<file path="config.mk">
export PLATFORM = sky130hd
export DESIGN_NAME = magic_prefixed_command_mailbox
export DESIGN_NICKNAME = d
export VERILOG_FILES = /design/src/rtl/mpcm_pkg.sv /design/src/rtl/mpcm_cfg_regs.sv /design/src/rtl/mpcm_fsm.sv /design/src/rtl/magic_prefixed_command_mailbox.sv
export SDC_FILE = /design/constraint.sdc
export NUM_CORES = 1
export LEC_CHECK = 0
export BUFFER_PORTS_ARGS = -buffer_cell sky130_fd_sc_hd__buf_2
export CORE_MARGIN = 5
export CORE_UTILIZATION = 57
export DETAILED_ROUTE_END_ITERATION = 8
export GPL_ROUTABILITY_DRIVEN = 0
export GPL_TIMING_DRIVEN = 0
export PLACE_DENSITY = 0.79
export SYNTH_ARGS = -nofsm -noshare
export SYNTH_HDL_FRONTEND = slang
export SYNTH_SLANG_ARGS = --single-unit
</file>
<file path="constraint.sdc">
create_clock -name i_clk -period 2.2 [get_ports i_clk]
set_input_delay 0.55 -clock i_clk [delete_from_list [all_inputs] [get_ports i_clk]]
set_output_delay 0.55 -clock i_clk [all_outputs]
set_load 0.02 [all_outputs]
</file>
<file path="src/rtl/mpcm_pkg.sv">
// shared types, codes and constants of the command mailbox
package mpcm_pkg;

    localparam int unsigned BYTE_W  = 8;
    localparam int unsigned CFG_AW  = 3;
    localparam int unsigned TDATA_W = 16;

    localparam logic [BYTE_W-1:0] NO_DATA       = 8'hFF;
    localparam logic [BYTE_W-1:0] VER_MAJOR_RST = 8'h04;
    localparam logic [BYTE_W-1:0] VER_MINOR_RST = 8'h31;
    localparam logic [BYTE_W-1:0] CMD_MAX       = 8'd3;

    localparam logic STATUS_OK  = 1'b0;
    localparam logic STATUS_BAD = 1'b1;

    localparam logic FUNC_WRITE = 1'b0;
    localparam logic FUNC_READ  = 1'b1;

    // configuration register indexes
    typedef enum logic [CFG_AW-1:0] {
        CFG_MAGIC_FIRST   = 3'd0,
        CFG_MAGIC_SECOND  = 3'd1,
        CFG_EMULATOR_ID   = 3'd2,
        CFG_HOST_ID       = 3'd3,
        CFG_VERSION_MAJOR = 3'd4,
        CFG_VERSION_MINOR = 3'd5
    } t_cfg_idx;

    // command codes
    typedef enum logic [1:0] {
        CMD_IDENTIFY = 2'd0,
        CMD_VERSION  = 2'd1,
        CMD_LIMIT    = 2'd2,
        CMD_UNLIMIT  = 2'd3
    } t_cmd;

    // protocol states
    typedef enum logic [2:0] {
        ST_MAGIC1 = 3'd0,
        ST_MAGIC2 = 3'd1,
        ST_CMD    = 3'd2,
        ST_ERR    = 3'd3,
        ST_DONE   = 3'd4,
        ST_RET1   = 3'd5,
        ST_RET2   = 3'd6
    } t_state;

    // configuration registers as seen by the protocol machine
    typedef struct packed {
        logic [BYTE_W-1:0] magic_first;
        logic [BYTE_W-1:0] magic_second;
        logic [BYTE_W-1:0] emulator_id;
        logic [BYTE_W-1:0] host_id;
        logic [BYTE_W-1:0] version_major;
        logic [BYTE_W-1:0] version_minor;
    } t_cfg;

    // number of return bytes each command yields
    function automatic logic [1:0] returns_of(input t_cmd cmd);
        logic [1:0] n;
        unique case (cmd)
            CMD_IDENTIFY: n = 2'd2;
            CMD_VERSION:  n = 2'd2;
            CMD_LIMIT:    n = 2'd0;
            CMD_UNLIMIT:  n = 2'd0;
            default:      n = 2'd0;
        endcase
        return n;
    endfunction

endpackage

</file>
<file path="src/rtl/mpcm_cfg_regs.sv">
// configuration register file of the command mailbox
module mpcm_cfg_regs (
    input  logic                          i_clk,
    input  logic                          i_rst_n,
    input  logic                          i_cfg_we,
    input  logic [mpcm_pkg::CFG_AW-1:0]   i_cfg_addr,
    input  logic [mpcm_pkg::BYTE_W-1:0]   i_cfg_data,
    output mpcm_pkg::t_cfg                o_cfg
);
    import mpcm_pkg::*;

    t_cfg r_cfg;

    // register writes, indexes past the list are dropped
    always_ff @(posedge i_clk) begin
        if (!i_rst_n) begin
            r_cfg.magic_first   <= '0;
            r_cfg.magic_second  <= '0;
            r_cfg.emulator_id   <= '0;
            r_cfg.host_id       <= '0;
            r_cfg.version_major <= VER_MAJOR_RST;
            r_cfg.version_minor <= VER_MINOR_RST;
        end else if (i_cfg_we) begin
            unique case (t_cfg_idx'(i_cfg_addr))
                CFG_MAGIC_FIRST:   r_cfg.magic_first   <= i_cfg_data;
                CFG_MAGIC_SECOND:  r_cfg.magic_second  <= i_cfg_data;
                CFG_EMULATOR_ID:   r_cfg.emulator_id   <= i_cfg_data;
                CFG_HOST_ID:       r_cfg.host_id       <= i_cfg_data;
                CFG_VERSION_MAJOR: r_cfg.version_major <= i_cfg_data;
                CFG_VERSION_MINOR: r_cfg.version_minor <= i_cfg_data;
                default: ;
            endcase
        end
    end

    assign o_cfg = r_cfg;

endmodule

</file>
<file path="src/rtl/mpcm_fsm.sv">
// protocol state machine: magic prefix, command decode, status and return readout
module mpcm_fsm (
    input  logic                          i_clk,
    input  logic                          i_rst_n,
    input  logic                          i_step,
    input  logic                          i_func,
    input  logic [mpcm_pkg::BYTE_W-1:0]   i_byte,
    input  logic                          i_limited,
    input  mpcm_pkg::t_cfg                i_cfg,
    output logic [mpcm_pkg::BYTE_W-1:0]   o_read_data,
    output logic                          o_req
);
    import mpcm_pkg::*;

    t_state            r_state, n_state;
    t_cmd              r_cmd, n_cmd;
    logic              r_status, n_status;
    logic [BYTE_W-1:0] r_ret1, n_ret1;
    logic [BYTE_W-1:0] r_ret2, n_ret2;
    logic [1:0]        r_rets, n_rets;
    t_cmd              cmd_in;

    assign cmd_in = t_cmd'(i_byte[1:0]);

    // state registers, advance once per beat
    always_ff @(posedge i_clk) begin
        if (!i_rst_n) begin
            r_state  <= ST_MAGIC1;
            r_cmd    <= CMD_IDENTIFY;
            r_status <= STATUS_OK;
            r_ret1   <= '0;
            r_ret2   <= '0;
            r_rets   <= '0;
        end else if (i_step) begin
            r_state  <= n_state;
            r_cmd    <= n_cmd;
            r_status <= n_status;
            r_ret1   <= n_ret1;
            r_ret2   <= n_ret2;
            r_rets   <= n_rets;
        end
    end

    // next state and result of the current beat
    always_comb begin
        n_state     = r_state;
        n_cmd       = r_cmd;
        n_status    = r_status;
        n_ret1      = r_ret1;
        n_ret2      = r_ret2;
        n_rets      = r_rets;
        o_read_data = '0;
        o_req       = 1'b0;
        if (i_func == FUNC_WRITE) begin
            unique case (r_state)
                ST_MAGIC2: begin
                    if (i_byte == i_cfg.magic_second) begin
                        n_state = ST_CMD;
                    end else if (i_byte != i_cfg.magic_first) begin
                        n_state = ST_MAGIC1;
                    end
                end
                ST_CMD: begin
                    if (i_byte <= CMD_MAX) begin
                        // every command runs on its command byte
                        n_cmd    = cmd_in;
                        n_rets   = returns_of(cmd_in);
                        n_status = STATUS_OK;
                        n_state  = ST_DONE;
                        unique case (cmd_in)
                            CMD_IDENTIFY: begin
                                n_ret1 = i_cfg.emulator_id;
                                n_ret2 = i_cfg.host_id;
                            end
                            CMD_VERSION: begin
                                n_ret1 = i_cfg.version_major;
                                n_ret2 = i_cfg.version_minor;
                            end
                            CMD_LIMIT:   o_req = ~i_limited;
                            CMD_UNLIMIT: o_req = i_limited;
                            default: ;
                        endcase
                    end else begin
                        n_status = STATUS_BAD;
                        n_state  = ST_ERR;
                    end
                end
                default: begin
                    // idle, error, done and return states restart the prefix
                    n_state = (i_byte == i_cfg.magic_first) ? ST_MAGIC2 : ST_MAGIC1;
                end
            endcase
        end else begin
            unique case (r_state)
                ST_ERR: begin
                    o_read_data = {{(BYTE_W-1){1'b0}}, r_status};
                    n_state     = ST_MAGIC1;
                end
                ST_DONE: begin
                    o_read_data = {{(BYTE_W-1){1'b0}}, r_status};
                    n_state     = (r_rets == 2'd0) ? ST_MAGIC1 : ST_RET1;
                end
                ST_RET1: begin
                    o_read_data = r_ret1;
                    n_state     = (r_rets == 2'd1) ? ST_MAGIC1 : ST_RET2;
                end
                ST_RET2: begin
                    o_read_data = r_ret2;
                    n_state     = ST_MAGIC1;
                end
                default: begin
                    // read during an incomplete sequence
                    o_read_data = NO_DATA;
                    n_state     = ST_MAGIC1;
                end
            endcase
        end
    end

endmodule

</file>
<file path="src/rtl/magic_prefixed_command_mailbox.sv">
// top level of the byte-wide command mailbox with input and result registers
//
// channel  dir  handshake              payload
// s_axis   in   tvalid/tready          tuser: func; tdata: write_data, speed_limited
// m_axis   out  tvalid/tready          tdata: read_data, limit_change_request
// cfg      in   i_cfg_we (no wait)     i_cfg_addr index, i_cfg_data value
//
// one beat per cycle sustained while the output is not stalled; an accepted beat
// is held in the input register, decoded by the protocol machine and written
// into the result register when that register is free or draining, which
// raises m_axis_tvalid; the result then leaves when m_axis_tready is high.
// reset is synchronous, active low; it clears both registers' valid flags and
// the protocol state, and sets the configuration registers to their reset values.
// a stalled output holds its result; the input register keeps taking beats
// as long as its content can move into the result register.
module magic_prefixed_command_mailbox (
    input  logic                                i_clk,
    input  logic                                i_rst_n,
    input  logic                                s_axis_tvalid,
    output logic                                s_axis_tready,
    input  logic [mpcm_pkg::TDATA_W-1:0]        s_axis_tdata,  // [7:0] write_data, [8] speed_limited
    input  logic                                s_axis_tuser,  // [0] func
    output logic                                m_axis_tvalid,
    input  logic                                m_axis_tready,
    output logic [mpcm_pkg::TDATA_W-1:0]        m_axis_tdata,  // [7:0] read_data, [8] limit_change_request
    input  logic                                i_cfg_we,
    input  logic [mpcm_pkg::CFG_AW-1:0]         i_cfg_addr,
    input  logic [mpcm_pkg::BYTE_W-1:0]         i_cfg_data
);
    import mpcm_pkg::*;

    t_cfg              cfg;
    logic              r_in_valid;
    logic              r_in_func;
    logic [BYTE_W-1:0] r_in_byte;
    logic              r_in_limited;
    logic              r_out_valid;
    logic [BYTE_W-1:0] r_out_data;
    logic              r_out_req;
    logic              advance;
    logic [BYTE_W-1:0] fsm_read_data;
    logic              fsm_req;

    // move a beat into the result register when it is free or draining
    assign advance       = r_in_valid && (!r_out_valid || m_axis_tready);
    assign s_axis_tready = !r_in_valid || advance;

    mpcm_cfg_regs u_cfg (
        .i_clk      (i_clk),
        .i_rst_n    (i_rst_n),
        .i_cfg_we   (i_cfg_we),
        .i_cfg_addr (i_cfg_addr),
        .i_cfg_data (i_cfg_data),
        .o_cfg      (cfg)
    );

    mpcm_fsm u_fsm (
        .i_clk       (i_clk),
        .i_rst_n     (i_rst_n),
        .i_step      (advance),
        .i_func      (r_in_func),
        .i_byte      (r_in_byte),
        .i_limited   (r_in_limited),
        .i_cfg       (cfg),
        .o_read_data (fsm_read_data),
        .o_req       (fsm_req)
    );

    // input register
    always_ff @(posedge i_clk) begin
        if (!i_rst_n) begin
            r_in_valid <= 1'b0;
        end else if (s_axis_tready) begin
            r_in_valid <= s_axis_tvalid;
        end
    end

    always_ff @(posedge i_clk) begin
        if (s_axis_tvalid && s_axis_tready) begin
            r_in_func    <= s_axis_tuser;
            r_in_byte    <= s_axis_tdata[BYTE_W-1:0];
            r_in_limited <= s_axis_tdata[BYTE_W];
        end
    end

    // result register
    always_ff @(posedge i_clk) begin
        if (!i_rst_n) begin
            r_out_valid <= 1'b0;
        end else if (advance) begin
            r_out_valid <= 1'b1;
        end else if (m_axis_tready) begin
            r_out_valid <= 1'b0;
        end
    end

    always_ff @(posedge i_clk) begin
        if (advance) begin
            r_out_data <= fsm_read_data;
            r_out_req  <= fsm_req;
        end
    end

    assign m_axis_tvalid = r_out_valid;
    assign m_axis_tdata  = {{(TDATA_W-BYTE_W-1){1'b0}}, r_out_req, r_out_data};

endmodule

</file>
==> flow_metrics.env <==
export IMPL_portBuffers=35
export IMPL_ant_nets=0
export IMPL_rrSetupSlack_ps=290
export IMPL_p_int_mw=2.35
export IMPL_crit_end="u_fsm.r_ret2[2]"
export IMPL_fp_dieW_microns=93.4
export IMPL_grt_pass1_vias=2926
export IMPL_worst_slack_ps=288
export IMPL_cts_setup_buffers=0
export IMPL_drt_iter0_drc=122
export IMPL_setup_tns_final_ps=0
export IMPL_synth_ff_type="dfxtp_1"
export IMPL_n_antenna_cell=0
export IMPL_hpwl_mm=6.40
export IMPL_grt_pass1_wl_mm=14.3
export IMPL_place_ws_ps=275
export IMPL_fin_nets=508
export IMPL_power_leakage_nw=1.87
export IMPL_net_switching_power_mw=0.762
export IMPL_r2r_end="u_fsm.r_ret2[2]"
export IMPL_cts_inserted_buffers=9
export IMPL_grt_max_degree=15
export IMPL_routedWlPerCell_microns=15.0
export IMPL_yosysSeqAreaShare_pct=50.3
export IMPL_rsz0062_at_grt="false"
export IMPL_grt_usage_pct=21.1
export IMPL_synth_cell_types=40
export IMPL_status="complete, no violations"
export IMPL_die_area_sq_um=8720
export IMPL_maxCapViolations=0
export IMPL_p_sw_share_pct=24.5
export IMPL_yosysWarnings=0
export IMPL_cp_startpoint="r_in_byte[3]"
export IMPL_slew_headroom_pct=37.2
export IMPL_ys_ff_latch=90
export IMPL_skew_ps=9.37
export IMPL_synthCells=423
export IMPL_critPathArrivalTime_ps=2160
export IMPL_drive_above_1_share_pct=14.2
export IMPL_critical_path_class="flop to flop"
export IMPL_fin_crit_sh_pct=86.9
export IMPL_grt_overflow=0
export IMPL_power_frac_seq_pct=56.6
export IMPL_clock_sinks=90
export IMPL_start_util_pct=58.3
export IMPL_power_density_nw_per_um2=697
export IMPL_clock_tree_root_cell="clkbuf_8"
export IMPL_cts_buffer_depth=2
export IMPL_whs_ps=368
export IMPL_coreArea_sq_um=6790
export IMPL_crit_chain="nor4_2 > nand3_2 > nor3_4 > buf_6 > nand2_1 > o211a_1"
export IMPL_cts_tree="built"
export IMPL_ios=51
export IMPL_dr_pass1_iters=4
export IMPL_finalHoldViolCount=0
export IMPL_die_height_microns=93.4
export IMPL_tightest_slew_ps=934
export IMPL_syn_to_final_growth_pct=12.7
export IMPL_power_frac_comb_pct=8.5
export IMPL_holdCritPathClass="input port to flop"
export IMPL_report_final_slew_viol_count=0
export IMPL_viasPerCell=5.28
export IMPL_pwr_share_clk_pct=34.9
export IMPL_clk_latency_ps=350
export IMPL_synth_area_sq_um=3960
export IMPL_min_period_ps=1910
export IMPL_irDropWorstVdd_uv=412
export IMPL_r2r_start="r_in_byte[3]"
export IMPL_synth_edff_count=19
export IMPL_start_kind="flop"
export IMPL_cts_max_level=3
export IMPL_clock_fmax_ghz=0.523
export IMPL_cts_hold_buf=0
export IMPL_crit_path_top_delay_cell="edfxtp_1"
export IMPL_critPathCaptureType="flop"
export IMPL_ff2ff_path_depth=6
export IMPL_finalSetupViolCount=0
export IMPL_clk_pin_slew_ps=90
export IMPL_synth_async_sr_flop_share_pct=0
export IMPL_wirelength_mm=8.61
export IMPL_required_ps=2440
export IMPL_crit_fanout=10
export IMPL_post_cts_resize_count=0
export IMPL_num_vias=3040
export IMPL_crit_path_max_incr_delay_ps=460
export IMPL_avgSynthCellArea_sq_um=9.37
export IMPL_core_rowCount=30
export IMPL_route_detailed_drc=0
export IMPL_antenna_found_initial=0
[per-layer routing]
layer	share of wire (%)	wire, microns	global-route usage [%]
met1	46	3920	28.1
met5	0	0	0
met3	4.2	358	3.14
met4	1.8	159	9.40
met2	48	4170	33.8
[worst max-delay path, delay by kind of cell (launching register included)]
| family | cells | cell delay, ps |
|---|---|---|
| flops | 1 | 460 |
| buf+inv | 1 | 180 |
| simple gates | 4 | 1040 |
| compound gates | 1 | 130 |
[state kept, by name, indices dropped and copies added (netlist names), 3 cells and up]
signal / count
u_fsm.r_ret2: 8
u_cfg.o_cfg: 48
r_in_byte: 8
u_fsm.r_state: 3
r_out_data: 8
u_fsm.r_ret1: 8
[layout make-up]
class | count | area (sq um)
plain buffers | 25 | 151
clock buffers | 10 | 128
clock inverters | 6 | 57.6
fillers | 549 | 2330
inverters | 2 | 7.51
multi-input cells | 312 | 1840
flip-flops and latches | 90 | 1990
well taps | 96 | 120
repair buffers | 35 | 175
[cell families (layout without fill, tap and decap cells)]
group	after synthesis	after routing	synth area share, %
other cells	1	7	0.0946
mux	17	17	4.29
flops	90	90	50.3
simple gates	171	171	19.2
compound gates	100	100	18.4
xor+xnor	17	17	3.76
buf+inv	27	78	4.01
[layout by cell type, fill, tap and decap left out, drive strengths merged]
master    n
a31oi     1
edfxtp   19
nor4b     1
a21oi    14
bufinv    1
nor2     13
o21ai    12
clkbuf   21
buf      49
and3      2
xor2      8
mux2i    17
nor2b     7
conb      7
o311ai    1
nand3     9
nand2b    6
o211a    16
a22o      1
a21o      7
xnor2     9
nor3      4
nand4     2
nor4      3
inv       2
clkinv    5
a21boi   44
a31o      1
o21a      3
nand2   122
and2      1
dfxtp    71
nand3b    1
[power groups by stage]
stage	Sequential [mW]	Combinational, mW	Clock, mW
final	1.76	0.265	1.09
after global routing	1.77	0.293	1.17
after CTS	1.76	0.264	1.09
after detailed placement	1.80	0.263	0
after global placement	1.80	0.256	0
after floorplan	1.80	0.166	0
[per-stage QoR]
step	utilization [%]	cell area [sq um]	power, mW	cells
6_report	65.7	4470	3.11	576
5_1_grt	65.7	4470	3.23	576
4_1_cts	65.7	4470	3.12	576
3_5_place_dp	63.0	4280	2.06	560
3_3_place_gp	63.0	4280	2.05	560
2_1_floorplan	-	3990	1.97	429
[synthesized netlist by cell type (2+ instances only)]
library cell,count,share of area [%]
nand2_1,122,12
dfxtp_1,71,36
a21boi_0,41,7.8
edfxtp_1,19,14
mux2i_1,17,4.3
o211a_1,16,4.0
a21oi_1,14,1.8
nor2_1,13,1.2
clkbuf_1,11,1.0
o21ai_0,11,1.4
buf_4,9,1.7
xnor2_1,9,2.0
nand3_1,8,1.0
xor2_1,8,1.8
a21o_1,7,1.3
nor2b_1,7,1.1
nand2b_1,6,0.95
a21boi_1,3,0.57
buf_6,3,0.85
o21a_1,3,0.57
and3_1,2,0.32
inv_1,2,0.19
nand4_1,2,0.32
nor3_1,2,0.25
nor4_1,2,0.32
[worst min path at each step]
stage / from / endpoint / slack, ps / cells past startpoint
after floorplan: u_cfg.o_cfg[0] / u_cfg.o_cfg[0] / 440 / 2
after global placement: u_cfg.o_cfg[2] / u_cfg.o_cfg[2] / 450 / 2
after detailed placement: u_cfg.o_cfg[44] / u_cfg.o_cfg[44] / 460 / 2
after CTS: s_axis_tdata[3] / r_in_byte[3] / 360 / 1
after global routing: s_axis_tdata[7] / r_in_byte[7] / 350 / 1
final: s_axis_tdata[8] / r_in_limited / 370 / 1
Power figures use the tool's default switching activity.
